[src/hdl/tbbc_pkg.sv]
// ----------------------------------------------------------------------------
// tbbc_pkg
// Shared constants, types and schedule points of the three-band biquad cascade.
// ----------------------------------------------------------------------------
package tbbc_pkg;

    localparam int BAND_COUNT   = 3;
    localparam int SAMPLE_WIDTH = 24;
    localparam int COEF_WIDTH   = 32;

    localparam int TAP_COUNT    = 5;
    localparam int COEF_DEPTH   = BAND_COUNT * TAP_COUNT;
    localparam int COEF_AW      = (COEF_DEPTH > 1) ? $clog2(COEF_DEPTH) : 1;
    localparam int BAND_W       = (BAND_COUNT > 1) ? $clog2(BAND_COUNT) : 1;
    localparam int INDEX_WIDTH  = 4;

    localparam int COEF_FRAC    = COEF_WIDTH - 4;
    localparam int SAMPLE_FRAC  = SAMPLE_WIDTH - 1;
    localparam int STATE_WIDTH  = 48;
    localparam int STATE_FRAC   = 40;
    localparam int OUT_SHIFT    = STATE_FRAC - SAMPLE_FRAC;

    localparam int MUL_LO       = STATE_WIDTH / 2;
    localparam int PP_LO_W      = COEF_WIDTH + MUL_LO + 1;
    localparam int PP_HI_W      = COEF_WIDTH + STATE_WIDTH - MUL_LO;
    localparam int PROD_W       = COEF_WIDTH + STATE_WIDTH;
    localparam int RND_W        = PROD_W - COEF_FRAC;
    localparam int ACC_W        = RND_W + 2;
    localparam int RES_W        = STATE_WIDTH + 1 - OUT_SHIFT;

    localparam int IN_DATA_W    = ((SAMPLE_WIDTH + INDEX_WIDTH + COEF_WIDTH + 7) / 8) * 8;
    localparam int OUT_DATA_W   = ((SAMPLE_WIDTH + 7) / 8) * 8;

    localparam logic signed [COEF_WIDTH-1:0] COEF_ONE =
        {3'b000, 1'b1, {COEF_FRAC{1'b0}}};
    localparam logic signed [PROD_W-1:0] RND_HALF = PROD_W'(1) << (COEF_FRAC - 1);
    localparam logic signed [STATE_WIDTH:0] OUT_HALF = (STATE_WIDTH + 1)'(1) << (OUT_SHIFT - 1);
    localparam logic signed [SAMPLE_WIDTH-1:0] SAMPLE_MAX = {1'b0, {(SAMPLE_WIDTH-1){1'b1}}};
    localparam logic signed [SAMPLE_WIDTH-1:0] SAMPLE_MIN = {1'b1, {(SAMPLE_WIDTH-1){1'b0}}};

    localparam logic [BAND_W-1:0] BAND_LAST = BAND_W'(BAND_COUNT - 1);

    // Per-band schedule, one step per cycle.
    localparam int STEP_W = 4;
    localparam logic [STEP_W-1:0] STEP_FIRST    = 4'd0;
    localparam logic [STEP_W-1:0] STEP_RD_LAST  = 4'd8;
    localparam logic [STEP_W-1:0] STEP_Y        = 4'd5;
    localparam logic [STEP_W-1:0] STEP_USE_Y    = 4'd7;
    localparam logic [STEP_W-1:0] STEP_Z1A      = 4'd7;
    localparam logic [STEP_W-1:0] STEP_Z2A      = 4'd9;
    localparam logic [STEP_W-1:0] STEP_MUL_LAST = 4'd10;
    localparam logic [STEP_W-1:0] STEP_Z1B      = 4'd11;
    localparam logic [STEP_W-1:0] STEP_FIN      = 4'd13;

    typedef enum logic [1:0] {
        ST_IDLE,
        ST_RUN,
        ST_OUT
    } t_state;

    typedef struct packed {
        logic load_x;
        logic mul_lo;
        logic mul_hi;
        logic use_y;
        logic step_y;
        logic step_z1a;
        logic step_z2a;
        logic step_z1b;
        logic step_fin;
    } t_dp_ctrl;

    typedef struct packed {
        logic               rd_en;
        logic               rd_b0;
        logic [COEF_AW-1:0] rd_addr;
    } t_coef_rd;

    typedef struct packed {
        logic              rd_en;
        logic              wr_en;
        logic [BAND_W-1:0] addr;
    } t_state_req;

endpackage

[src/hdl/tbbc_state_mem.sv]
// ----------------------------------------------------------------------------
// tbbc_state_mem
// Delay-state memory holding both state words of each band in one entry.
// Entries not yet written read as zero.
// ----------------------------------------------------------------------------
module tbbc_state_mem (
    input  logic                                       i_clk,
    input  logic                                       i_rst_n,
    input  tbbc_pkg::t_state_req                       i_req,
    input  logic signed [tbbc_pkg::STATE_WIDTH-1:0]    i_wr_z1,
    input  logic signed [tbbc_pkg::STATE_WIDTH-1:0]    i_wr_z2,
    output logic signed [tbbc_pkg::STATE_WIDTH-1:0]    o_z1,
    output logic signed [tbbc_pkg::STATE_WIDTH-1:0]    o_z2
);

    logic [2*tbbc_pkg::STATE_WIDTH-1:0] r_mem [tbbc_pkg::BAND_COUNT];
    logic [tbbc_pkg::BAND_COUNT-1:0]    r_valid;
    logic [2*tbbc_pkg::STATE_WIDTH-1:0] r_rd_data;
    logic                               r_rd_ok;

    always_ff @(posedge i_clk) begin
        if (i_req.wr_en) begin
            r_mem[i_req.addr] <= {i_wr_z2, i_wr_z1};
        end
        if (i_req.rd_en) begin
            r_rd_data <= r_mem[i_req.addr];
        end
    end

    always_ff @(posedge i_clk) begin
        if (!i_rst_n) begin
            r_valid <= '0;
            r_rd_ok <= 1'b0;
        end else begin
            if (i_req.wr_en) begin
                r_valid[i_req.addr] <= 1'b1;
            end
            if (i_req.rd_en) begin
                r_rd_ok <= r_valid[i_req.addr];
            end
        end
    end

    always_comb begin
        if (r_rd_ok) begin
            o_z1 = r_rd_data[tbbc_pkg::STATE_WIDTH-1:0];
            o_z2 = r_rd_data[2*tbbc_pkg::STATE_WIDTH-1:tbbc_pkg::STATE_WIDTH];
        end else begin
            o_z1 = '0;
            o_z2 = '0;
        end
    end

endmodule

[config.mk]
export PLATFORM = sky130hd
export DESIGN_NAME = tbbc_state_mem
export DESIGN_NICKNAME = d
export VERILOG_FILES = /design/src/hdl/tbbc_pkg.sv /design/src/hdl/tbbc_state_mem.sv
export SDC_FILE = /design/constraint.sdc
export NUM_CORES = 1
export LEC_CHECK = 0
export BUFFER_PORTS_ARGS = -buffer_cell sky130_fd_sc_hd__buf_2
export CAP_MARGIN = 10
export CORE_MARGIN = 2
export CORE_UTILIZATION = 55
export CTS_BUF_LIST = sky130_fd_sc_hd__clkbuf_4 sky130_fd_sc_hd__clkbuf_8
export DETAILED_ROUTE_END_ITERATION = 8
export MAX_ROUTING_LAYER = met4
export PLACE_DENSITY = 0.83
export SYNTH_ARGS = -nofsm -noshare
export SYNTH_HDL_FRONTEND = slang
export SYNTH_SLANG_ARGS = --single-unit
[constraint.sdc]
create_clock -name i_clk -period 7.7 [get_ports i_clk]
set_input_delay 0 -clock i_clk [delete_from_list [all_inputs] [get_ports i_clk]]
set_output_delay 0 -clock i_clk [all_outputs]
set_load 0.05 [all_outputs]
==> impl_metrics.json <==
{
  "max_freq_mhz": 469,
  "io_pins": 198,
  "wire_per_inst_um": 17.7,
  "hpwl_mm": 14.8,
  "layout-drive-gt1-share_pct": 24.9,
  "dpl_cell_area_um2": 15600,
  "power.density_nw_per_um2": 247,
  "yosysTopAreaCell": "edfxtp_1",
  "leakage_uw": 0.00680,
  "cts-buffers-inserted": 57,
  "drtIter0Drc": 496,
  "hold_depth": 2,
  "port_buffers": 197,
  "cp.required_ns": 7.90,
  "crit_arrival_ns": 2.33,
  "crit_fanout": 125,
  "max_slew_margin_pct": 38.1,
  "crit_family": "buffers and inverters",
  "rr_worst_depth": 2,
  "nets": 1250,
  "synthCells": 827,
  "setup_viol_count_final": 0,
  "gp_congestion": 0.707,
  "ant_nets": 0,
  "hold_violations": 0,
  "p_clk_share_pct": 35.2,
  "first_pass_iters": 5,
  "p_sw_share_pct": 22.6,
  "path_class": "input pin to register",
  "crit_slowest_cell": "and3b_4",
  "tightestPinTransition_ns": 0.928,
  "syn-num-nets": 929,
  "grt_max_degree": 126,
  "finClkSkew_ns": 0.0258,
  "globalRouteOverflowTotal": 0,
  "fin_area_um2": 17700,
  "yosys_warnings": 0,
  "slew_violations": 0,
  "cap_violations": 0,
  "start_util_pct": 55.8,
  "final_common_cell": "edfxtp_1",
  "antenna_found_initial": 3,
  "row_count": 59,
  "worstHoldStart": "i_req[1]",
  "rr_startpoint": "r_mem[1][23]$_DFFE_PP_",
  "grtUsageTotal_pct": 20.0,
  "rsz0062_at_grt": "no",
  "rrSetupSlack_ns": 6.69,
  "cts_tree": "built",
  "finalSetupTns_ns": 0,
  "fillerInstances": 1679,
  "cp-end-kind": "register",
  "critPathBufInv": 2,
  "cts_root_buf": "clkbuf_8",
  "totalWireLength_mm": 27.1,
  "clkTransAtPathRegs_ns": 0.06,
  "path_cells": "buf_6, and3b_4, buf_4",
  "vias": 7897,
  "multi_input_area_um2": 2510,
  "viasPerCell": 5.16,
  "synth_area_leaders": "edfxtp_1 (80%), mux2i_1 (6.7%), and2_1 (4.2%), o21ai_1 (3.1%), nand2_1 (2.5%)",
  "clk_path_buf_depth": 3,
  "seqPwrFrac_pct": 56.9,
  "seqCellArea_um2": 11600,
  "finalPower_uw": 4360,
  "final_core_util_pct": 68.3,
  "irDropWorstVdd_mv": 0.176,
  "hold_end": "r_rd_data[26]$_DFFE_PP_",
  "max_stage_delay_ns": 0.81,
  "cts.sink_count": 388,
  "die_h_um": 166,
  "grt_pass1_vias": 8112,
  "die_x_um": 166,
  "pwr-share-comb_pct": 7.9,
  "route.detailed.drc": 0,
  "status": "complete, no violations",
  "ys_seq_area_share_pct": 80.3,
  "netlist_area_um2": 14500,
  "power.switching_uw": 987,
  "syn2layout_area_growth_pct": 22.3,
  "intPower_uw": 3380,
  "fin_crit_sh_pct": 27.7,
  "final_cell_mix": "edfxtp_1 (384), buf_2 (194), dlygate4sd3_1 (99), mux2i_1 (97), nand2_1 (97)",
  "worst_setup_path_start_kind": "input pin",
  "clock_latency_ns": 0.60,
  "synth_cell_types": 21,
  "h-tree-depth": 2,
  "core_um2": 25900,
  "min_path_type": "input pin to register",
  "synth_seq_cells": 388,
  "reg2reg_to": "r_rd_data[23]$_DFFE_PP_",
  "fin_crit_ns": 2.13,
  "cts_resized": 0,
  "synth.top_cell.area_share_pct": 79.7,
  "dieArea_um2": 27600,
  "syn_area_per_cell_um2": 17.5,
  "grt_pass1_wl_mm": 41.8
}
-- kinds of logic after synthesis --
logic type	synth area share, %
flops	80.3
mux	6.71
buf+inv	2.49
simple gates	6.97
compound gates	3.56
-- layout make-up --
type	count	area share (%)
multi-input cells	396	14.2
repair buffers	305	11.7
flip-flops and latches	388	65.7
diodes	3	0.0424
clock inverters	29	0.913
well taps	335	2.37
clock buffers	73	5.11
-- worst reg2reg max path, delay by kind of cell (launching register included) --
family / cells / cell delay (ns)
flops: 1 / 0.41
compound gates: 1 / 0.11
mux: 1 / 0.21
-- per-stage QoR --
stage	setup slack (ns)	std cells	hold slack, ns
after floorplan	2.80	827	0.0989
after global placement	4.64	1324	0.198
after detailed placement	4.61	1324	0.202
after CTS	5.25	1524	0.0343
after global routing	5.39	1529	0.110
final	5.57	1529	0.0796
-- metal layers --
metal | part of all wire [%] | wire (µm) | GRT usage, %
met5 | 0 | 0 | -
met2 | 52 | 14100 | 34.8
met3 | 5.7 | 1550 | 3.77
met1 | 40 | 10800 | 23.9
met4 | 1.9 | 525 | 5.78
-- power by group through the flow --
stage                     clock [µW]  sequential, µW  combinational [µW]
after floorplan                    0            2520                 209
after global placement             0            2520                 294
after detailed placement           0            2530                 305
after CTS                       1570            2480                 345
after global routing            1660            2490                 373
final                           1540            2480                 345
-- how the worst max path moves through the flow --
stage	startpoint	endpoint	slack, ns	depth (start not counted)
detailed placement	i_req[0]	r_mem[1][37]$_DFFE_PP_	4.61	4
finish	i_req[1]	r_mem[2][56]$_DFFE_PP_	5.57	3
CTS	i_req[0]	r_mem[1][51]$_DFFE_PP_	5.25	4
global route	i_req[1]	r_mem[2][45]$_DFFE_PP_	5.39	3
floorplan	i_req[1]	r_mem[1][0]$_DFFE_PP_	2.80	3
global placement	i_req[0]	r_mem[1][15]$_DFFE_PP_	4.64	4
-- flip-flops by register name, indices dropped and copies added, names as in the netlist --
| name | cells |
|---|---|
| r_rd_data | 96 |
| r_rd_ok | 1 |
| r_mem | 288 |
| r_valid | 3 |
-- repair_timing --
| action | CTS | global route |
|---|---|---|
| setup buffers | 0 | 0 |
| hold buffers | 98 | 1 |
| endpoints found under the setup margin | 0 | 0 |
| endpoints found under the hold margin | 334 | 7 |
-- Yosys cell counts, drive strengths merged --
cell type and n:
o2111a 1, o21ai 96, edfxtp 384, mux2i 97, dfxtp 4, nand2b 1, and3b 1, nand3b 1
nand2 97, nand3 1, clkbuf 14, buf 29, nor2 1, nor3b 1, o21a 3, and2 96
(Power assumes the default switching activity.)
