**config.mk**
```make
export PLATFORM = sky130hd
export DESIGN_NAME = tbbc_ctrl
export DESIGN_NICKNAME = d
export VERILOG_FILES = /design/src/hdl/tbbc_pkg.sv /design/src/hdl/tbbc_ctrl.sv
export SDC_FILE = /design/constraint.sdc
export NUM_CORES = 1
export LEC_CHECK = 0
export BUFFER_PORTS_ARGS = -buffer_cell sky130_fd_sc_hd__buf_2
export CAP_MARGIN = 20
export CORE_MARGIN = 3
export CORE_UTILIZATION = 57
export CTS_BUF_LIST = sky130_fd_sc_hd__clkbuf_4
export DETAILED_ROUTE_END_ITERATION = 10
export PLACE_DENSITY_LB_ADDON = 0.3
export SYNTH_ARGS = -nofsm -noshare
export SYNTH_HDL_FRONTEND = slang
export SYNTH_SLANG_ARGS = --single-unit
```
**constraint.sdc**
```tcl
create_clock -name i_clk -period 2.88 [get_ports i_clk]
set_input_delay 0.144 -clock i_clk [delete_from_list [all_inputs] [get_ports i_clk]]
set_output_delay 0.144 -clock i_clk [all_outputs]
set_load 0.005 [all_outputs]
```
**src/hdl/tbbc_pkg.sv**
```systemverilog
// ----------------------------------------------------------------------------
// tbbc_pkg
// Shared constants, types and schedule points of the three-band biquad cascade.
// ----------------------------------------------------------------------------
package tbbc_pkg;

    localparam int BAND_COUNT   = 3;
    localparam int SAMPLE_WIDTH = 24;
    localparam int COEF_WIDTH   = 32;

    localparam int TAP_COUNT    = 5;
    localparam int COEF_DEPTH   = BAND_COUNT * TAP_COUNT;
    localparam int COEF_AW      = (COEF_DEPTH > 1) ? $clog2(COEF_DEPTH) : 1;
    localparam int BAND_W       = (BAND_COUNT > 1) ? $clog2(BAND_COUNT) : 1;
    localparam int INDEX_WIDTH  = 4;

    localparam int COEF_FRAC    = COEF_WIDTH - 4;
    localparam int SAMPLE_FRAC  = SAMPLE_WIDTH - 1;
    localparam int STATE_WIDTH  = 48;
    localparam int STATE_FRAC   = 40;
    localparam int OUT_SHIFT    = STATE_FRAC - SAMPLE_FRAC;

    localparam int MUL_LO       = STATE_WIDTH / 2;
    localparam int PP_LO_W      = COEF_WIDTH + MUL_LO + 1;
    localparam int PP_HI_W      = COEF_WIDTH + STATE_WIDTH - MUL_LO;
    localparam int PROD_W       = COEF_WIDTH + STATE_WIDTH;
    localparam int RND_W        = PROD_W - COEF_FRAC;
    localparam int ACC_W        = RND_W + 2;
    localparam int RES_W        = STATE_WIDTH + 1 - OUT_SHIFT;

    localparam int IN_DATA_W    = ((SAMPLE_WIDTH + INDEX_WIDTH + COEF_WIDTH + 7) / 8) * 8;
    localparam int OUT_DATA_W   = ((SAMPLE_WIDTH + 7) / 8) * 8;

    localparam logic signed [COEF_WIDTH-1:0] COEF_ONE =
        {3'b000, 1'b1, {COEF_FRAC{1'b0}}};
    localparam logic signed [PROD_W-1:0] RND_HALF = PROD_W'(1) << (COEF_FRAC - 1);
    localparam logic signed [STATE_WIDTH:0] OUT_HALF = (STATE_WIDTH + 1)'(1) << (OUT_SHIFT - 1);
    localparam logic signed [SAMPLE_WIDTH-1:0] SAMPLE_MAX = {1'b0, {(SAMPLE_WIDTH-1){1'b1}}};
    localparam logic signed [SAMPLE_WIDTH-1:0] SAMPLE_MIN = {1'b1, {(SAMPLE_WIDTH-1){1'b0}}};

    localparam logic [BAND_W-1:0] BAND_LAST = BAND_W'(BAND_COUNT - 1);

    // Per-band schedule, one step per cycle.
    localparam int STEP_W = 4;
    localparam logic [STEP_W-1:0] STEP_FIRST    = 4'd0;
    localparam logic [STEP_W-1:0] STEP_RD_LAST  = 4'd8;
    localparam logic [STEP_W-1:0] STEP_Y        = 4'd5;
    localparam logic [STEP_W-1:0] STEP_USE_Y    = 4'd7;
    localparam logic [STEP_W-1:0] STEP_Z1A      = 4'd7;
    localparam logic [STEP_W-1:0] STEP_Z2A      = 4'd9;
    localparam logic [STEP_W-1:0] STEP_MUL_LAST = 4'd10;
    localparam logic [STEP_W-1:0] STEP_Z1B      = 4'd11;
    localparam logic [STEP_W-1:0] STEP_FIN      = 4'd13;

    typedef enum logic [1:0] {
        ST_IDLE,
        ST_RUN,
        ST_OUT
    } t_state;

    typedef struct packed {
        logic load_x;
        logic mul_lo;
        logic mul_hi;
        logic use_y;
        logic step_y;
        logic step_z1a;
        logic step_z2a;
        logic step_z1b;
        logic step_fin;
    } t_dp_ctrl;

    typedef struct packed {
        logic               rd_en;
        logic               rd_b0;
        logic [COEF_AW-1:0] rd_addr;
    } t_coef_rd;

    typedef struct packed {
        logic              rd_en;
        logic              wr_en;
        logic [BAND_W-1:0] addr;
    } t_state_req;

endpackage

```
**src/hdl/tbbc_ctrl.sv**
```systemverilog
// ----------------------------------------------------------------------------
// tbbc_ctrl
// Sequencer that walks each sample through the bands, issuing memory reads,
// multiplier passes, accumulator steps and state write-back.
// ----------------------------------------------------------------------------
module tbbc_ctrl (
    input  logic                  i_clk,
    input  logic                  i_rst_n,
    input  logic                  i_start,
    input  logic                  i_out_free,
    output logic                  o_ready,
    output logic                  o_out_load,
    output tbbc_pkg::t_dp_ctrl    o_dp,
    output tbbc_pkg::t_coef_rd    o_coef_rd,
    output tbbc_pkg::t_state_req  o_state_req
);

    tbbc_pkg::t_state                r_state, n_state;
    logic [tbbc_pkg::STEP_W-1:0]     r_step, n_step;
    logic [tbbc_pkg::BAND_W-1:0]     r_band, n_band;
    logic [tbbc_pkg::COEF_AW-1:0]    r_base, n_base;

    always_ff @(posedge i_clk) begin
        if (!i_rst_n) begin
            r_state <= tbbc_pkg::ST_IDLE;
            r_step  <= '0;
            r_band  <= '0;
            r_base  <= '0;
        end else begin
            r_state <= n_state;
            r_step  <= n_step;
            r_band  <= n_band;
            r_base  <= n_base;
        end
    end

    always_comb begin
        n_state = r_state;
        n_step  = r_step;
        n_band  = r_band;
        n_base  = r_base;
        case (r_state)
            tbbc_pkg::ST_IDLE: begin
                if (i_start) begin
                    n_state = tbbc_pkg::ST_RUN;
                    n_step  = tbbc_pkg::STEP_FIRST;
                    n_band  = '0;
                    n_base  = '0;
                end
            end
            tbbc_pkg::ST_RUN: begin
                if (r_step == tbbc_pkg::STEP_FIN) begin
                    n_step = tbbc_pkg::STEP_FIRST;
                    if (r_band == tbbc_pkg::BAND_LAST) begin
                        n_state = tbbc_pkg::ST_OUT;
                    end else begin
                        n_band = r_band + 1'b1;
                        n_base = r_base + tbbc_pkg::COEF_AW'(tbbc_pkg::TAP_COUNT);
                    end
                end else begin
                    n_step = r_step + 1'b1;
                end
            end
            tbbc_pkg::ST_OUT: begin
                if (i_out_free) begin
                    n_state = tbbc_pkg::ST_IDLE;
                end
            end
            default: begin
                n_state = tbbc_pkg::ST_IDLE;
            end
        endcase
    end

    always_comb begin
        o_ready     = 1'b0;
        o_out_load  = 1'b0;
        o_dp        = '0;
        o_coef_rd   = '0;
        o_state_req = '0;
        case (r_state)
            tbbc_pkg::ST_IDLE: begin
                o_ready     = 1'b1;
                o_dp.load_x = i_start;
            end
            tbbc_pkg::ST_RUN: begin
                o_coef_rd.rd_en   = !r_step[0] && (r_step <= tbbc_pkg::STEP_RD_LAST);
                o_coef_rd.rd_b0   = (r_step == tbbc_pkg::STEP_FIRST);
                o_coef_rd.rd_addr = r_base
                                  + tbbc_pkg::COEF_AW'(r_step[tbbc_pkg::STEP_W-1:1]);
                o_state_req.rd_en = (r_step == tbbc_pkg::STEP_FIRST);
                o_state_req.wr_en = (r_step == tbbc_pkg::STEP_FIN);
                o_state_req.addr  = r_band;
                o_dp.mul_lo   = r_step[0] && (r_step <= tbbc_pkg::STEP_MUL_LAST);
                o_dp.mul_hi   = !r_step[0] && (r_step != tbbc_pkg::STEP_FIRST)
                              && (r_step <= tbbc_pkg::STEP_MUL_LAST);
                o_dp.use_y    = (r_step >= tbbc_pkg::STEP_USE_Y);
                o_dp.step_y   = (r_step == tbbc_pkg::STEP_Y);
                o_dp.step_z1a = (r_step == tbbc_pkg::STEP_Z1A);
                o_dp.step_z2a = (r_step == tbbc_pkg::STEP_Z2A);
                o_dp.step_z1b = (r_step == tbbc_pkg::STEP_Z1B);
                o_dp.step_fin = (r_step == tbbc_pkg::STEP_FIN);
            end
            tbbc_pkg::ST_OUT: begin
                o_out_load = i_out_free;
            end
            default: begin
                o_ready = 1'b0;
            end
        endcase
    end

endmodule

```
==> results.cfg, run 1 <==
[sta]
layout_min_cycle_time_ns = 2.014
timing.slew.headroom = 0.6752
rsz0062_at_grt = false
max_freq_mhz = 496.6
period_share = 0.6992
hold_viol_final = 0
finalSetupViolations = 0
tightest_slew_ns = 0.4846
maxSlewViolCount = 0
fin_skew_ns = 0.002346
setup_tns_ns = 0

[run_status]
outcome = finished, final reports clean

[grt]
grt_pass1_vias = 763
grt_max_degree = 15
antenna_found_initial = 0
grt_pass1_wl_um = 3381
grtUsageTotal = 0.2247
overflow = 0

[routing]
route.detailed.drc = 0
routed_via_density = 6.110
wl_um = 2095
dr.pass1.iters = 4
drtIter0Drc = 21
antenna_left = 0
wl_per_cell_um = 14.45
num_vias = 886

[clock_network]
clock_latency_ns = 0.28
cts-resized-gates = 0
numCtsBuffers = 3
clockRootBuffer = clkbuf_4
ctsHoldBuffers = 0
path_clk_slew_ns = 0.08
cts_max_level = 1
clockBufferDepth = 2
cts_tree = built
post-cts-setup-buffers = 0
cts_sinks = 12

[critical_path]
cp_slowest_cell = dfxtp_1
cp_data_required_time_ns = 2.74
end_kind = output pin
crit_family = simple AND/OR/NAND/NOR gates
cp_max_fo = 14
crit_buf_inv = 1
crit_chain = and2b_1 > nand2b_1 > a211oi_1 > buf_2
worst-setup-path-type = reg2out
worst_ep_arrival_time_ns = 1.87
startpoint_type = register
critPathMaxStageDelay_ns = 0.58

[yosys]
seq_area_frac_synth = 0.2659
synthCells = 111
yosys.cell_types.count = 39
ys_seq_elements = 12
synth_nets = 121
yosysWarningCount = 0
avgSynthCellArea_um2 = 8.138
syn-cell-area_um2 = 903.4

[placed_design]
dp_hpwl_um = 1580
gp_congestion = 0.8694
io_buffers = 24

[floorplan]
fp.dieH_um = 45.81
start_util = 0.6458
ios = 25
chipWidth_um = 45.81
design.core.area_um2 = 1399
fp-row-count = 13
die_area_um2 = 2099

[power]
p_seq_frac = 0.538
p_int_w = 0.0002347
power_per_cell_area_nw_per_um2 = 322.4
switching_share = 0.2783
ir_drop_v = 0.0002311
p_leak_nw = 0.4565
pwr-share-clk = 0.341
p_sw_w = 0.00009048
comb_power_share = 0.122

[finish]
drive_gt1_frac = 0.2538
antennaDiodeCount = 0
layout_common_cells = buf_2, dfxtp_1, nand2_1
final_common_cell = buf_2
finish.utilization = 0.7209
fin_nets = 141
syn2layout_area_growth_pct = 11.63

[hold_path]
hold_class = in2reg

[job]
drv_cap = 0
-- area by class of cell --
type | count | area (um^2)
Clock inverter | 1 | 3.754
Sequential cell | 12 | 240.2
Timing Repair Buffer | 24 | 120.1
Clock buffer | 3 | 22.52
Fill cell | 121 | 390.4
Tap cell | 15 | 18.77
Multi-Input combinational cell | 85 | 584.3
Inverter | 5 | 18.77
-- synthesized netlist by cell type --
cell type,n,share of area
or3_1,1,0.0069
nand3_1,5,0.028
or4_4,1,0.012
a211oi_2,1,0.014
clkbuf_1,2,0.0083
o32a_1,1,0.011
o21ai_0,2,0.011
o21bai_2,1,0.012
and2_4,1,0.0097
nand2b_4,1,0.015
and2b_1,1,0.0083
nand4b_1,2,0.019
buf_2,3,0.017
nor2_1,10,0.042
nand2b_1,5,0.035
o32ai_2,1,0.018
ha_1,5,0.069
a211oi_1,4,0.033
nor3b_1,1,0.0083
or4_1,2,0.017
fa_1,1,0.022
nand4bb_1,1,0.012
and2_1,6,0.042
mux2i_1,1,0.011
buf_6,2,0.025
o22ai_1,3,0.021
a21oi_1,5,0.028
nand2_1,11,0.046
and3_1,1,0.0069
o211ai_1,2,0.017
o2111ai_1,2,0.019
a311oi_1,1,0.0097
nand3b_1,1,0.0083
buf_4,2,0.017
nor3_1,3,0.017
dfxtp_1,12,0.27
inv_1,5,0.021
a21o_1,1,0.0083
xnor2_1,1,0.0097
-- registers in the layout, indices dropped and copies added (netlist names) --
signal   cells
r_band       2
r_base       4
r_state      2
r_step       4
-- final timing paths --
kind	cells after the start	slack, ns	end	start
worst min-delay path	3	0.14	r_state[1]	i_out_free
worst max register to register	3	0.90	r_band[1]	r_step[2]
worst min register to register	2	0.48	r_band[0]	r_band[0]
worst max-delay path	4	0.87	o_dp[6]	r_state[0]
-- logic make-up after synthesis --
| kind of cell | after synthesis | synth area share |
|---|---|---|
| AND/OR/NAND/NOR | 53 | 0.3324 |
| AO/OA/AOI/OAI | 24 | 0.2022 |
| buffers and inverters | 14 | 0.08725 |
| flip-flops | 12 | 0.2659 |
| adder cells (fa/ha/maj) | 6 | 0.09141 |
| XOR/XNOR | 1 | 0.009697 |
| multiplexers | 1 | 0.01108 |
-- worst register-to-register path, stage by stage (launching register included) --
cell and delay, ns:
dfxtp_1 0.52, nand4b_1 0.47, or4_4 0.70, o32ai_2 0.21
-- power groups by stage --
stage	sequential, W	combinational (W)	clock [W]
after global placement	0.000178	0.0000393	0
after CTS	0.000175	0.0000399	0.000115
after global routing	0.000176	0.0000436	0.000124
final	0.000175	0.0000396	0.000111
after detailed placement	0.000179	0.0000398	0
after floorplan	0.000174	0.0000332	0
-- metal layers --
metal | track usage | up-vias | share of wire
li1 | - | 437 | -
met1 | 0.2742 | 410 | 0.42
met2 | 0.3760 | 37 | 0.50
met3 | 0.07510 | 2 | 0.072
met4 | 0.05682 | 0 | 0.0038
met5 | 0 | - | 0
-- per-stage QoR --
stage	total power (W)	setup WS [ns]	std cells	hold slack, ns	area, um^2
CTS	0.0003298	0.8682	145	0.1332	1008
floorplan	0.0002075	1.381	111	0.3070	903.4
finish	0.0003251	0.8664	145	0.1378	1008
global placement	0.0002176	1.024	141	0.4423	982.2
global route	0.0003433	0.7659	145	0.1632	1008
detailed placement	0.0002183	0.9287	141	0.4365	982.2
Power figures use the tool's default switching activity.
==> run 2, diff against run 1 <==
CORE_UTILIZATION = 48   (was 57)
clock period = 1.85 ns   (was 2.88 ns; I/O delays follow)
==> run 2 against run 1 <==
Compared with the run above:
- first-iteration DRC count increased by 14%
- routed wire length decreased by 0.43%
- critical path type unchanged
- core utilization decreased by 11 points
- via count increased by 3.0%
- setup slack got worse by 0.74 ns
- power increased by 53%
- register-to-register slack got worse by 0.63 ns
- clock power increased by 41%
- die area increased by 16%
- cell count increased by 9.7%
- combinational power increased by 80%
==> results.cfg, run 2 (synthesized netlist as in run 1, its figures left out) <==
[run_status]
outcome = finished, final reports clean

[sta]
timing.slew.headroom = 0.7728
fin_skew_ns = 0.002105
tightest_slew_ns = 0.3402
layout_min_cycle_time_ns = 1.722
finalSetupViolations = 0
hold_viol_final = 0
max_freq_mhz = 580.8
maxSlewViolCount = 0
setup_tns_ns = 0
fin_ws_ns = 0.1283
rsz0062_at_grt = false
period_share = 0.9307

[clock_network]
path_clk_slew_ns = 0.07
ctsHoldBuffers = 0
numCtsBuffers = 3
cts_max_level = 1
clockRootBuffer = clkbuf_4
cts_tree = built
clockBufferDepth = 2
cts_sinks = 12
clock_latency_ns = 0.27

[critical_path]
worst-setup-path-type = reg2out
end_kind = output pin
cp_max_fo = 9
reg2regPathDepth = 5
startpoint_type = register
worst_ep_arrival_time_ns = 1.63
cp_data_required_time_ns = 1.76
r2r_slack_ns = 0.27
r2r-end = r_band[1]
r2r-start = r_band[0]

[routing]
num_vias = 913
routed_via_density = 5.742
antenna_left = 0
dr.pass1.iters = 4
wl_um = 2086
drtIter0Drc = 24
route.detailed.drc = 0
wl_per_cell_um = 13.12

[placed_design]
dp_hpwl_um = 1553
io_buffers = 24
pre_cts_slack_ns = 0.2605
gp_congestion = 0.7541

[power]
p_sw_w = 0.0001299
p_leak_nw = 0.4783
comb_power_share = 0.143
ir_drop_v = 0.0003291
switching_share = 0.2614
p_seq_frac = 0.541
p_int_w = 0.0003669
pwr-share-clk = 0.316
power_per_cell_area_nw_per_um2 = 467.1

[finish]
final_common_cell = buf_2
antennaDiodeCount = 0
layout_common_cells = buf_2, nand2_1, nor2_1
fin_nets = 146
finish.utilization = 0.6093
reg_top3 = r_base: 4 flops, r_step: 4 flops
syn2layout_area_growth_pct = 17.73
drive_gt1_frac = 0.3134

[job]
drv_cap = 0

[floorplan]
start_util = 0.5176
ios = 25
chipWidth_um = 49.38
die_area_um2 = 2438
fp-row-count = 15
design.core.area_um2 = 1745
fp.dieH_um = 49.38

[grt]
grt_max_degree = 14
grt_pass1_wl_um = 3691
antenna_found_initial = 0
overflow = 0
grt_pass1_vias = 795
grtUsageTotal = 0.1898

[hold_path]
whs_path_depth = 3
hold_path.startpoint = i_out_free
hold_class = in2reg
hold_end = r_state[1]
## run 2: cell count changes in the layout (fill, tap and decap cells not counted), sizes merged
cell,previous run,this run
clkinv,1,0
buf,24,29
## run 2: power groups by stage
stage                     Sequential, W  Combinational, W  Clock [W]
final                          0.000269         0.0000712   0.000157
after global routing           0.000270         0.0000794   0.000177
after CTS                      0.000269         0.0000710   0.000163
after detailed placement       0.000275         0.0000706          0
after global placement         0.000275         0.0000699          0
after floorplan                0.000271         0.0000517          0
## run 2: cell type report
| type | instances | area (um^2) |
|---|---|---|
| Fill cell | 171 | 681.9 |
| Tap cell | 25 | 31.28 |
| Multi-Input combinational cell | 85 | 586.8 |
| Sequential cell | 12 | 246.5 |
| Inverter | 5 | 18.77 |
| Timing Repair Buffer | 29 | 157.7 |
| Clock buffer | 3 | 22.52 |
## run 2: routing by layer
layer	vias up	track usage	part of all wire
met5	-	0	0
met4	0	0.06912	0.016
met3	5	0.03058	0.060
met2	36	0.2902	0.47
met1	427	0.2674	0.45
li1	445	-	-
## run 2: what timing repair did
action	CTS	global route
pin swaps	0	1
gates resized for setup	1	4
endpoints found under the setup margin	1	3
buffers inserted	0	0
## run 2: per-stage QoR
stage / cells / hold WS (ns) / cell area (um^2) / power (W)
global route: 159 / 0.1194 / 1064 / 0.0005268
global placement: 156 / 0.3772 / 1032 / 0.0003452
CTS: 159 / 0.1063 / 1056 / 0.0005035
detailed placement: 156 / 0.3817 / 1032 / 0.0003459
finish: 159 / 0.1074 / 1064 / 0.0004968
floorplan: 111 / 0.2555 / 903.4 / 0.0003230
## run 2: worst max-delay path by stage
stage | from | endpoint | slack, ns
final | r_step[2] | o_coef_rd[3] | 0.13
after global routing | r_step[2] | o_coef_rd[3] | 0.01
after CTS | r_step[1] | o_coef_rd[1] | 0.07
after detailed placement | r_step[2] | o_coef_rd[3] | 0.26
after global placement | r_step[2] | r_base[1] | 0.30
after floorplan | r_band[0] | r_band[1] | 0.35
## run 2: critical path, cell delays in order (launching register included)
cell,delay (ns)
dfxtp_4,0.38
ha_1,0.30
a21o_1,0.18
a21oi_1,0.17
mux2i_1,0.20
buf_2,0.13
