File: src/hdl/tbbc_pkg.sv
// ----------------------------------------------------------------------------
// tbbc_pkg
// Shared constants, types and schedule points of the three-band biquad cascade.
// ----------------------------------------------------------------------------
package tbbc_pkg;

    localparam int BAND_COUNT   = 3;
    localparam int SAMPLE_WIDTH = 24;
    localparam int COEF_WIDTH   = 32;

    localparam int TAP_COUNT    = 5;
    localparam int COEF_DEPTH   = BAND_COUNT * TAP_COUNT;
    localparam int COEF_AW      = (COEF_DEPTH > 1) ? $clog2(COEF_DEPTH) : 1;
    localparam int BAND_W       = (BAND_COUNT > 1) ? $clog2(BAND_COUNT) : 1;
    localparam int INDEX_WIDTH  = 4;

    localparam int COEF_FRAC    = COEF_WIDTH - 4;
    localparam int SAMPLE_FRAC  = SAMPLE_WIDTH - 1;
    localparam int STATE_WIDTH  = 48;
    localparam int STATE_FRAC   = 40;
    localparam int OUT_SHIFT    = STATE_FRAC - SAMPLE_FRAC;

    localparam int MUL_LO       = STATE_WIDTH / 2;
    localparam int PP_LO_W      = COEF_WIDTH + MUL_LO + 1;
    localparam int PP_HI_W      = COEF_WIDTH + STATE_WIDTH - MUL_LO;
    localparam int PROD_W       = COEF_WIDTH + STATE_WIDTH;
    localparam int RND_W        = PROD_W - COEF_FRAC;
    localparam int ACC_W        = RND_W + 2;
    localparam int RES_W        = STATE_WIDTH + 1 - OUT_SHIFT;

    localparam int IN_DATA_W    = ((SAMPLE_WIDTH + INDEX_WIDTH + COEF_WIDTH + 7) / 8) * 8;
    localparam int OUT_DATA_W   = ((SAMPLE_WIDTH + 7) / 8) * 8;

    localparam logic signed [COEF_WIDTH-1:0] COEF_ONE =
        {3'b000, 1'b1, {COEF_FRAC{1'b0}}};
    localparam logic signed [PROD_W-1:0] RND_HALF = PROD_W'(1) << (COEF_FRAC - 1);
    localparam logic signed [STATE_WIDTH:0] OUT_HALF = (STATE_WIDTH + 1)'(1) << (OUT_SHIFT - 1);
    localparam logic signed [SAMPLE_WIDTH-1:0] SAMPLE_MAX = {1'b0, {(SAMPLE_WIDTH-1){1'b1}}};
    localparam logic signed [SAMPLE_WIDTH-1:0] SAMPLE_MIN = {1'b1, {(SAMPLE_WIDTH-1){1'b0}}};

    localparam logic [BAND_W-1:0] BAND_LAST = BAND_W'(BAND_COUNT - 1);

    // Per-band schedule, one step per cycle.
    localparam int STEP_W = 4;
    localparam logic [STEP_W-1:0] STEP_FIRST    = 4'd0;
    localparam logic [STEP_W-1:0] STEP_RD_LAST  = 4'd8;
    localparam logic [STEP_W-1:0] STEP_Y        = 4'd5;
    localparam logic [STEP_W-1:0] STEP_USE_Y    = 4'd7;
    localparam logic [STEP_W-1:0] STEP_Z1A      = 4'd7;
    localparam logic [STEP_W-1:0] STEP_Z2A      = 4'd9;
    localparam logic [STEP_W-1:0] STEP_MUL_LAST = 4'd10;
    localparam logic [STEP_W-1:0] STEP_Z1B      = 4'd11;
    localparam logic [STEP_W-1:0] STEP_FIN      = 4'd13;

    typedef enum logic [1:0] {
        ST_IDLE,
        ST_RUN,
        ST_OUT
    } t_state;

    typedef struct packed {
        logic load_x;
        logic mul_lo;
        logic mul_hi;
        logic use_y;
        logic step_y;
        logic step_z1a;
        logic step_z2a;
        logic step_z1b;
        logic step_fin;
    } t_dp_ctrl;

    typedef struct packed {
        logic               rd_en;
        logic               rd_b0;
        logic [COEF_AW-1:0] rd_addr;
    } t_coef_rd;

    typedef struct packed {
        logic              rd_en;
        logic              wr_en;
        logic [BAND_W-1:0] addr;
    } t_state_req;

endpackage

File: src/hdl/tbbc_coef_mem.sv
// ----------------------------------------------------------------------------
// tbbc_coef_mem
// Coefficient memory with one write and one registered read port. Entries not
// yet written read as pass-through coefficients: one on a b0 read, else zero.
// ----------------------------------------------------------------------------
module tbbc_coef_mem (
    input  logic                                      i_clk,
    input  logic                                      i_rst_n,
    input  logic                                      i_wr_en,
    input  logic [tbbc_pkg::COEF_AW-1:0]              i_wr_addr,
    input  logic signed [tbbc_pkg::COEF_WIDTH-1:0]    i_wr_data,
    input  tbbc_pkg::t_coef_rd                        i_rd,
    output logic signed [tbbc_pkg::COEF_WIDTH-1:0]    o_coef
);

    logic signed [tbbc_pkg::COEF_WIDTH-1:0] r_mem [tbbc_pkg::COEF_DEPTH];
    logic [tbbc_pkg::COEF_DEPTH-1:0]        r_valid;
    logic signed [tbbc_pkg::COEF_WIDTH-1:0] r_rd_data;
    logic                                   r_rd_ok;
    logic                                   r_rd_b0;

    always_ff @(posedge i_clk) begin
        if (i_wr_en) begin
            r_mem[i_wr_addr] <= i_wr_data;
        end
        if (i_rd.rd_en) begin
            r_rd_data <= r_mem[i_rd.rd_addr];
        end
    end

    always_ff @(posedge i_clk) begin
        if (!i_rst_n) begin
            r_valid <= '0;
            r_rd_ok <= 1'b0;
            r_rd_b0 <= 1'b0;
        end else begin
            if (i_wr_en) begin
                r_valid[i_wr_addr] <= 1'b1;
            end
            if (i_rd.rd_en) begin
                r_rd_ok <= r_valid[i_rd.rd_addr];
                r_rd_b0 <= i_rd.rd_b0;
            end
        end
    end

    always_comb begin
        if (r_rd_ok) begin
            o_coef = r_rd_data;
        end else if (r_rd_b0) begin
            o_coef = tbbc_pkg::COEF_ONE;
        end else begin
            o_coef = '0;
        end
    end

endmodule

File: config.mk
export PLATFORM = sky130hd
export DESIGN_NAME = tbbc_coef_mem
export DESIGN_NICKNAME = d
export VERILOG_FILES = /design/src/hdl/tbbc_pkg.sv /design/src/hdl/tbbc_coef_mem.sv
export SDC_FILE = /design/constraint.sdc
export NUM_CORES = 1
export LEC_CHECK = 0
export ABC_CLOCK_PERIOD_IN_PS = 8000
export BUFFER_PORTS_ARGS = -buffer_cell sky130_fd_sc_hd__buf_4
export CORE_MARGIN = 3
export CORE_UTILIZATION = 65
export DETAILED_ROUTE_END_ITERATION = 10
export GPL_TIMING_DRIVEN = 0
export PLACE_DENSITY_LB_ADDON = 0.05
export SLEW_MARGIN = 20
export SYNTH_ARGS = -nofsm -noshare
export SYNTH_HDL_FRONTEND = slang
export SYNTH_SLANG_ARGS = --single-unit
export TNS_END_PERCENT = 1
File: constraint.sdc
create_clock -name i_clk -period 8 [get_ports i_clk]
set_input_delay 1.2 -clock i_clk [delete_from_list [all_inputs] [get_ports i_clk]]
set_output_delay 1.2 -clock i_clk [all_outputs]
set_load 0.05 [all_outputs]
==> results of run 1 <==
power groups by stage:
stage | logic, mW | clock network (mW) | registers (mW)
3_5_place_dp | 0.302 | 0 | 3.19
4_1_cts | 0.305 | 2.22 | 3.13
2_1_floorplan | 0.173 | 0 | 3.18
6_report | 0.302 | 2.20 | 3.13
5_1_grt | 0.321 | 2.34 | 3.13
3_3_place_gp | 0.277 | 0 | 3.18
sequential cells by signal, summed over array words and instances, names as in the netlist:
| register | count |
|---|---|
| r_rd_data | 32 |
| r_rd_ok | 1 |
| r_valid | 15 |
| r_rd_b0 | 1 |
| r_mem | 480 |
logic make-up (layout without fill, tap and decap cells):
group | count (synthesis) | count (layout)
mux | 167 | 167
buf+inv | 46 | 242
compound gates | 50 | 50
simple gates | 89 | 89
flops | 529 | 529
per-layer routing:
layer	vias to the layer above	global-route usage, %	share of wire [%]
met5	-	0	0
met4	0	8.53	2.7
met3	87	4.57	7.4
met2	473	49.1	54
met1	5113	36.1	36
li1	4010	-	-
through the flow:
step | power, mW | cells
after floorplan | 3.35 | 881
after global placement | 3.46 | 1342
after detailed placement | 3.49 | 1375
after CTS | 5.65 | 1467
final | 5.63 | 1467
after global routing | 5.79 | 1467
cells in the final DEF, fill, tap and decap left out, drive strengths merged, types with 4 or more instances in the layout:
cell,n
clkinv,18
o21ai,32
clkbuf,99
o21a,15
and2,31
mux4,131
nand2,34
edfxtp,512
buf,124
dfxtp,17
nor2,11
nor3,4
mux2i,35
area by class of cell:
class | instances | area, um^2
buffer | 46 | 258
clock buffer | 73 | 1420
clock inverter | 19 | 105
fill | 1527 | 6850
multi-input combinational | 306 | 4210
sequential | 529 | 15700
tap | 390 | 488
timing repair buffer | 104 | 992
how the worst max path moves through the flow:
stage                              start                       to  slack (ns)  cells past startpoint
detailed placement               i_rd[1]  r_rd_data[31]$_DFFE_PP_        4.42                      4
floorplan                   i_wr_addr[1]    r_mem[0][0]$_DFFE_PP_        3.64                      2
global route        r_rd_ok$_SDFFE_PN0P_                o_coef[3]        4.61                      3
finish              r_rd_ok$_SDFFE_PN0P_                o_coef[3]        4.66                      3
CTS                 r_rd_ok$_SDFFE_PN0P_                o_coef[3]        4.61                      3
global placement            i_wr_addr[1]   r_mem[0][24]$_DFFE_PP_        0.89                      3
==> impl_metrics.csv, run 1 <==
group,metric,value,unit
run_status,status,"finished, final reports clean",
hold_path,hold_start,"r_valid[8]$_SDFFE_PN0P_",
critical_path,crit_arrival,2.14,ns
critical_path,path_delay_family,"buffers and inverters",
power,p_switching,1.13,mW
logic_synthesis,post_synth_fa_ha_maj_area_fraction,0,%
timing,rsz0062_at_grt,"no",
logic_synthesis,synthMuxAreaShare,16.7,%
floorplanning,start_util,66.8,%
placement,port_buffers,71,
logic_synthesis,yosys-top-cells-count,"512 x edfxtp_1, 119 x mux4_2, 35 x mux2i_1, 34 x nand2_1, 31 x and2_1",
finish,layout.nets,1082,
critical_path,critical_path_buf_inv_count,2,
finish,drive_gt1_share,29.7,%
power,pwr-share-clk,39.0,%
critical_path,cp_cell_sequence,"clkbuf_1, and2_1, buf_4",
logic_synthesis,yosysWarnings,0,
placement,place.gp.congestion,0.759,
critical_path,reg2reg_to,"r_rd_data[21]$_DFFE_PP_",
critical_path,worst_setup_path_end_kind,"primary output",
timing,setup_slack,4.66,ns
critical_path,regToRegStartpoint,"r_mem[6][21]$_DFFE_PP_",
logic_synthesis,synth_top_family_by_area,"multiplexers",
global_route,grt_max_degree,37,
placement,pre_cts_ws,4.42,ns
power,p_per_area,243,mW/mm^2
clock_tree,cts_hold_buf,0,
timing,min_period_over_period,41.8,%
timing,hold_violations,0,
hold_path,hold_path_depth,1,
timing,finalCriticalPeriod,3.34,ns
floorplanning,die_y,182,um
logic_synthesis,synth_area_leaders,"edfxtp_1 77%, mux4_2 13%, mux2i_1 1.7%, dfxtp_1 1.7%, mux4_1 1.6%",
power,peakVddDrop,0.189,mV
clock_tree,root_buffer,"clkbuf_16",
route,drtPass1Iterations,6,
floorplanning,die_area,0.0330,mm^2
logic_synthesis,ys_async_sr_fraction,0,%
logic_synthesis,syn_nets,926,
logic_synthesis,synth_seq_cells,529,
floorplanning,fp.dieW,182,um
global_route,first_global_vias,10200,
critical_path,cp_max_fo,10,
clock_tree,htree_num_levels,2,
clock_tree,cts_tree,"done",
global_route,grt.overflow.total,0,
logic_synthesis,synthFlopType,"edfxtp_1",
logic_synthesis,synth_edf_count,512,
clock_tree,postCtsSetupRepairBufs,0,
critical_path,reg2reg_slack,6.32,ns
route,drc,0,
timing,hold_ws,0.466,ns
finish,final_area,0.0232,mm^2
logic_synthesis,syn_inst,881,
timing,worstMarginPinSlew,1.00,ns
finish,n_antenna_cell,0,
global_route,grt_first_pass_wirelength,65.9,mm
power,pwr-share-seq,55.6,%
critical_path,critPathKind,"reg2out",
hold_path,hold_path_end,"r_valid[8]$_SDFFE_PN0P_",
finish,final_util,77.2,%
logic_synthesis,syn_area,0.0201,mm^2
floorplanning,core,0.0300,mm^2
power,p_int,4.50,mW
clock_tree,cts_resized,0,
logic_synthesis,yosysMostFrequentCell,"edfxtp_1",
critical_path,r2r_cells,2,
logic_synthesis,ys_types,29,
global_route,track_usage,27.8,%
placement,placed_area,0.0217,mm^2
flow_run,drv_cap,0,
timing,clock_skew,0.0158,ns
route,via_count,9683,
floorplanning,ios,77,
route,drt-total-wl,44.7,mm
clock_tree,worstSkewPairLatency,0.55,ns
floorplanning,rows,63,
timing,setup_violations,0,
finish,areaGrowthSynthToFinish,15.5,%
critical_path,cp.required,6.80,ns
logic_synthesis,synth_compound_area_share,1.50,%
route,via_per_inst,6.60,
hold_path,hp-class,"reg2reg",
clock_tree,cts.sinks,529,
critical_path,cp-start-kind,"flip-flop",
clock_tree,clockBufferDepth,3,
placement,dp_hpwl,26.9,mm
logic_synthesis,synth-simple-area-share,2.21,%
logic_synthesis,synth-seq-area-share,78.3,%
logic_synthesis,synth_top_area_share,76.6,%
critical_path,cpMaxStageDelayCell,"clkbuf_1",
timing,setup_tns,0,ns
critical_path,worst_path_largest_cell_delay,0.52,ns
power,combPwrFrac,5.4,%
timing,maxSlewHeadroom,33.2,%
clock_tree,cts_made_buffers,50,
route,drt_iter0_markers,1086,
power,leakage,7.64,nW
timing,drv_slew,0,
logic_synthesis,syn_avg_cell_area,22.8,um^2
route,wl_per_cell,30.5,um
clock_tree,clk_pin_slew,0.06,ns
global_route,antenna_found_initial,0,
logic_synthesis,synth-xor-area-share,0,%
timing,fmax,299,MHz
logic_synthesis,synth_area_leader_cell,"edfxtp_1",
route,antenna_left,0,
power,swShare,20.1,%
Note: power is estimated with default switching activity, not from simulation.
==> run 2, diff against run 1 <==
--- a/config.mk
+++ b/config.mk
@@ -5,10 +5,10 @@
 export SDC_FILE = /design/constraint.sdc
 export NUM_CORES = 1
 export LEC_CHECK = 0
-export ABC_CLOCK_PERIOD_IN_PS = 8000
+export ABC_CLOCK_PERIOD_IN_PS = 3150
 export BUFFER_PORTS_ARGS = -buffer_cell sky130_fd_sc_hd__buf_4
 export CORE_MARGIN = 3
-export CORE_UTILIZATION = 65
+export CORE_UTILIZATION = 61
 export DETAILED_ROUTE_END_ITERATION = 10
 export GPL_TIMING_DRIVEN = 0
 export PLACE_DENSITY_LB_ADDON = 0.05
==> constraint.sdc (replaced) <==
create_clock -name i_clk -period 3.15 [get_ports i_clk]
set_input_delay 0.4725 -clock i_clk [delete_from_list [all_inputs] [get_ports i_clk]]
set_output_delay 0.4725 -clock i_clk [all_outputs]
set_load 0.05 [all_outputs]
==> run 2 against run 1 <==
- hold slack worse by 0.28 ns
- highest routed layer unchanged
- largest cell class unchanged
- setup slack worse by 4.1 ns
- non-clock buffer count is 4 higher
- routed wire length is 0.23% lower
==> impl_metrics.csv, run 2 (same netlist as run 1, synthesis figures left out) <==
group,metric,value,unit
placement,pre_cts_ws,0.213,ns
timing,finalCriticalPeriod,2.59,ns
global_route,antenna_found_initial,1,
placement,placed_area,0.0219,mm^2
critical_path,crit_arrival,2.12,ns
finish,final_util,73.5,%
placement,dp_hpwl,28.1,mm
finish,largest_register,"r_mem",
power,p_switching,2.94,mW
timing,setup_tns,0,ns
global_route,grt_max_degree,37,
global_route,grt.overflow.total,0,
power,pwr-share-clk,39.8,%
finish,final_common_cell,"edfxtp_1",
finish,areaGrowthSynthToFinish,17.1,%
clock_tree,worstSkewPairLatency,0.55,ns
floorplanning,fp.dieW,187,um
floorplanning,rows,65,
clock_tree,cts.sinks,529,
floorplanning,core,0.0320,mm^2
timing,clock_skew,0.0130,ns
route,via_per_inst,6.45,
route,drtPass1Iterations,5,
critical_path,cp_max_fo,10,
global_route,grt_use_met2,42.3,%
timing,worstMarginPinSlew,0.964,ns
run_status,status,"finished, final reports clean",
power,leakage,7.74,nW
finish,final_area,0.0235,mm^2
route,wl_per_cell,29.4,um
clock_tree,cts_made_buffers,51,
timing,drv_slew,0,
clock_tree,htree_num_levels,2,
clock_tree,postCtsSetupRepairBufs,0,
timing,hold_violations,0,
route,via_count,9790,
power,peakVddDrop,0.481,mV
route,antenna_left,0,
critical_path,cp-start-kind,"flip-flop",
critical_path,critPathKind,"reg2out",
timing,rsz0062_at_grt,"no",
critical_path,worst_path_largest_cell_delay,0.52,ns
route,drt-total-wl,44.6,mm
clock_tree,clk_pin_slew,0.06,ns
clock_tree,cts_hold_buf,0,
route,drt_iter0_markers,1232,
finish,layout.nets,1087,
global_route,met1_usage,37.2,%
floorplanning,start_util,62.8,%
clock_tree,root_buffer,"clkbuf_16",
timing,setup_violations,0,
hold_path,hp-class,"in2reg",
finish,drive_gt1_share,30.6,%
clock_tree,cts_tree,"done",
global_route,grt_busiest_layer,"met2",
clock_tree,cts_resized,0,
floorplanning,die_area,0.0351,mm^2
critical_path,cp.required,2.68,ns
timing,maxSlewHeadroom,35.7,%
clock_tree,clockBufferDepth,3,
power,finalPower,14.5,mW
placement,place.gp.congestion,0.730,
floorplanning,ios,77,
global_route,grt_first_pass_wirelength,66.3,mm
timing,min_period_over_period,82.4,%
finish,largest_reg_flops,480,
critical_path,cp_cell_sequence,"clkbuf_1, and2_1, buf_4",
power,pwr-share-seq,54.9,%
critical_path,cpMaxStageDelayCell,"dfxtp_1",
flow_run,drv_cap,0,
timing,fmax,385,MHz
global_route,use_met3,4.20,%
global_route,track_usage,26.0,%
floorplanning,die_y,187,um
power,p_int,11.5,mW
global_route,first_global_vias,10200,
timing,setup_slack,0.555,ns
power,p_per_area,616,mW/mm^2
route,drc,0,
power,swShare,20.3,%
power,combPwrFrac,5.4,%
finish,layout_common_cells,"512 x edfxtp_1, 119 x mux4_2, 84 x buf_4",
finish,largestRegisters,"r_mem: 480 flops, r_rd_data: 32 flops, r_valid: 15 flops",
placement,port_buffers,71,
critical_path,worst_setup_path_end_kind,"primary output",
run 2: changes by cell type in the layout (fill, tap and decap cells not counted), moves of 2 or more:
cell        before  now
clkinvlp_4       0    5
buf_12          10    5
clkbuf_8         2    0
clkbuf_1        41   33
buf_4           89   84
buf_8            1    6
clkinv_1        12   15
clkinv_2         6    9
bufinv_16        1    3
buf_16           5   14
run 2: critical path, delay by kind of cell (launching register included):
| family | cells | cell delay (ns) |
|---|---|---|
| buffers and inverters | 2 | 0.74 |
| flip-flops | 1 | 0.52 |
| AND/OR/NAND/NOR | 1 | 0.30 |
run 2: area by class of cell:
cell class / instances / area, um^2
fill: 1785 / 8470
tap: 435 / 544
clock buffer: 62 / 1360
multi-input combinational: 306 / 4210
antenna: 1 / 2.50
buffer: 46 / 256
timing repair buffer: 108 / 1180
sequential: 529 / 15700
clock inverter: 32 / 229
run 2: power by group through the flow:
stage          combinational [mW]  sequential (mW)  clock, mW
2_1_floorplan               0.440             8.08          0
3_3_place_gp                0.706             8.09          0
3_5_place_dp                0.782             8.09          0
4_1_cts                     0.786             7.94       5.83
5_1_grt                     0.831             7.95       6.16
6_report                    0.779             7.94       5.76
run 2: stage by stage:
stage | instances | hold WS [ns]
detailed placement | 1424 | 0.453
finish | 1519 | 0.185
floorplan | 881 | 0.435
global route | 1519 | 0.200
global placement | 1387 | 0.444
CTS | 1518 | 0.165
run 2: layer usage:
metal  routed length (um)  part of all wire (%)  vias up
met5                    0                     0        -
li1                     -                     -     4020
met4                 1440                   3.2        0
met1                17300                    39     5154
met3                 3530                   7.9      106
met2                22300                    50      510
run 2: final timing paths:
kind / start / to / slack, ns / cells past startpoint
max: r_rd_ok$_SDFFE_PN0P_ / o_coef[6] / 0.56 / 3
min: i_rd[4] / r_rd_b0$_SDFFE_PN0P_ / 0.18 / 3
max reg2reg: r_mem[11][30]$_DFFE_PP_ / r_rd_data[30]$_DFFE_PP_ / 1.49 / 2
min reg2reg: r_valid[14]$_SDFFE_PN0P_ / r_valid[14]$_SDFFE_PN0P_ / 0.46 / 1
==> run 3, diff against run 2 <==
--- a/config.mk
+++ b/config.mk
@@ -5,10 +5,10 @@
 export SDC_FILE = /design/constraint.sdc
 export NUM_CORES = 1
 export LEC_CHECK = 0
-export ABC_CLOCK_PERIOD_IN_PS = 3150
+export ABC_CLOCK_PERIOD_IN_PS = 2300
 export BUFFER_PORTS_ARGS = -buffer_cell sky130_fd_sc_hd__buf_4
 export CORE_MARGIN = 3
-export CORE_UTILIZATION = 61
+export CORE_UTILIZATION = 55
 export DETAILED_ROUTE_END_ITERATION = 10
 export GPL_TIMING_DRIVEN = 0
 export PLACE_DENSITY_LB_ADDON = 0.05
==> constraint.sdc (replaced) <==
create_clock -name i_clk -period 2.3 [get_ports i_clk]
set_input_delay 0.345 -clock i_clk [delete_from_list [all_inputs] [get_ports i_clk]]
set_output_delay 0.345 -clock i_clk [all_outputs]
set_load 0.05 [all_outputs]
==> run 3 against run 2 <==
- largest power group unchanged
- sequential share of layout area shrank 0.41 points
- routed wire length decreased by 2.3%
- via count fell by 3.0%
- the flow now finishes with violations (negative setup slack)
- global-route usage down 2.5 points
- highest routed layer unchanged
==> impl_metrics.csv, run 3 (same netlist as run 1, synthesis figures left out) <==
group,metric,value,unit
run_status,status,"finished with violations",
run_status,failed_checks,"negative setup slack",
timing,setup_slack,-0.0308,ns
power,finalPower,20.3,mW
timing,setup_violations,7,
route,antenna_left,0,
finish,fin_cells,1546,
placement,dp_hpwl,27.0,mm
clock_tree,postCtsSetupRepairBufs,0,
route,via_count,9501,
floorplanning,die_y,197,um
timing,finalCriticalPeriod,2.33,ns
power,p_int,16.2,mW
route,via_per_inst,6.15,
timing,drv_slew,0,
placement,dp.cells,1448,
finish,largest_reg_flops,480,
route,drt_iter0_markers,905,
clock_tree,root_buffer,"clkbuf_16",
floorplanning,rows,69,
power,pwr-share-clk,41.2,%
finish,layout_common_cells,"512 x edfxtp_1, 119 x mux4_2, 83 x buf_4",
finish,final_area,0.0236,mm^2
timing,setup_tns,-0.133,ns
placement,placed_area,0.0219,mm^2
finish,final_util,66.1,%
global_route,first_global_vias,9852,
timing,fmax,429,MHz
critical_path,worst_setup_path_end_kind,"flip-flop",
floorplanning,ios,77,
critical_path,cp_max_fo,10,
critical_path,critPathKind,"in2reg",
clock_tree,cts_made_buffers,52,
timing,rsz0062_at_grt,"yes",
clock_tree,htree_num_levels,2,
route,drc,0,
placement,port_buffers,71,
power,p_per_area,858,mW/mm^2
power,combPwrFrac,5.3,%
critical_path,cp-start-kind,"primary input",
route,wl_per_cell,28.2,um
global_route,grt_max_degree,37,
power,pwr-share-seq,53.6,%
floorplanning,die_area,0.0388,mm^2
clock_tree,cts.sinks,529,
timing,clock_skew,0.0131,ns
finish,drive_gt1_share,31.2,%
clock_tree,clk_pin_slew,0.06,ns
clock_tree,worstSkewPairLatency,0.58,ns
global_route,track_usage,23.5,%
critical_path,cp.required,2.61,ns
floorplanning,start_util,56.2,%
power,p_switching,4.13,mW
placement,place.gp.congestion,0.708,
hold_path,hp-class,"in2reg",
finish,largest_register,"r_mem",
finish,layout.nets,1087,
clock_tree,clockBufferDepth,3,
finish,areaGrowthSynthToFinish,17.8,%
floorplanning,core,0.0357,mm^2
floorplanning,fp.dieW,197,um
timing,worstMarginPinSlew,0.980,ns
power,swShare,20.4,%
power,leakage,7.81,nW
timing,maxSlewHeadroom,34.7,%
global_route,grt_first_pass_wirelength,65.4,mm
timing,min_period_over_period,101,%
critical_path,crit_arrival,2.64,ns
route,drt-total-wl,43.6,mm
timing,hold_violations,0,
flow_run,drv_cap,0,
global_route,antenna_found_initial,0,
clock_tree,cts_tree,"done",
finish,nFillCells,2365,
route,drtPass1Iterations,5,
power,peakVddDrop,0.706,mV
global_route,grt.overflow.total,0,
finish,final_common_cell,"edfxtp_1",
finish,largestRegisters,"r_mem: 480 flops, r_rd_data: 32 flops, r_valid: 15 flops",
finish,n_antenna_cell,0,
run 3: changes by cell type in the layout (fill, tap and decap cells not counted), sizes merged:
cell and delta:
inv +2, clkbuf -3, bufinv +3, clkinvlp -3, clkinv +1, buf +1
dlygate4sd3 +1, diode -1
run 3: layout make-up:
class,count,area (um^2),area share (%)
timing repair buffer,107,1190,5.02
clock inverter,35,322,1.36
buffer,46,264,1.12
multi-input combinational,306,4220,17.8
clock buffer,62,1360,5.75
tap,461,577,2.44
sequential,529,15700,66.5
run 3: power by group through the flow:
stage / Clock [mW] / Combinational [mW] / Sequential [mW]
floorplan: 0 / 0.603 / 11.1
global placement: 0 / 1.01 / 11.1
detailed placement: 0 / 1.09 / 11.1
CTS: 8.51 / 1.09 / 10.9
global route: 8.89 / 1.15 / 10.9
finish: 8.35 / 1.07 / 10.9
run 3: worst max-delay path, stage by stage:
cell      delay, ns
clkbuf_1       0.59
clkbuf_1       0.79
mux4_2         0.42
mux4_2         0.49
run 3: repair_timing:
action / 4_1_cts / 5_1_grt
gates resized for setup: 4 / 6
hold buffers: 1 / 0
setup endpoints to repair: 30 / 34
hold endpoints to repair: 1 / 0
pin swaps: 0 / 0
run 3: worst paths after layout:
path	start	end	slack, ns	depth (start not counted)
worst min register to register	r_valid[12]$_SDFFE_PN0P_	r_valid[12]$_SDFFE_PN0P_	0.46	1
worst max register to register	r_mem[1][20]$_DFFE_PP_	r_rd_data[20]$_DFFE_PP_	0.63	2
worst max-delay path	i_rd[1]	r_rd_data[23]$_DFFE_PP_	-0.03	4
worst min-delay path	i_wr_data[0]	r_mem[5][0]$_DFFE_PP_	0.04	1
run 3: stage by stage:
step           setup slack [ns]  hold WS, ns
6_report                -0.0308       0.0421
5_1_grt                 -0.0327       0.0416
4_1_cts                -0.00135       0.0165
3_5_place_dp             -0.621        0.451
3_3_place_gp              -4.27        0.443
2_1_floorplan            -0.975        0.435
run 3: routing by layer:
layer,GRT usage [%],vias up,share of wire (%)
met2,36.2,317,48
li1,-,4029,-
met4,7.02,0,2.4
met5,0,-,0
met1,35.9,5083,44
met3,3.53,72,5.3
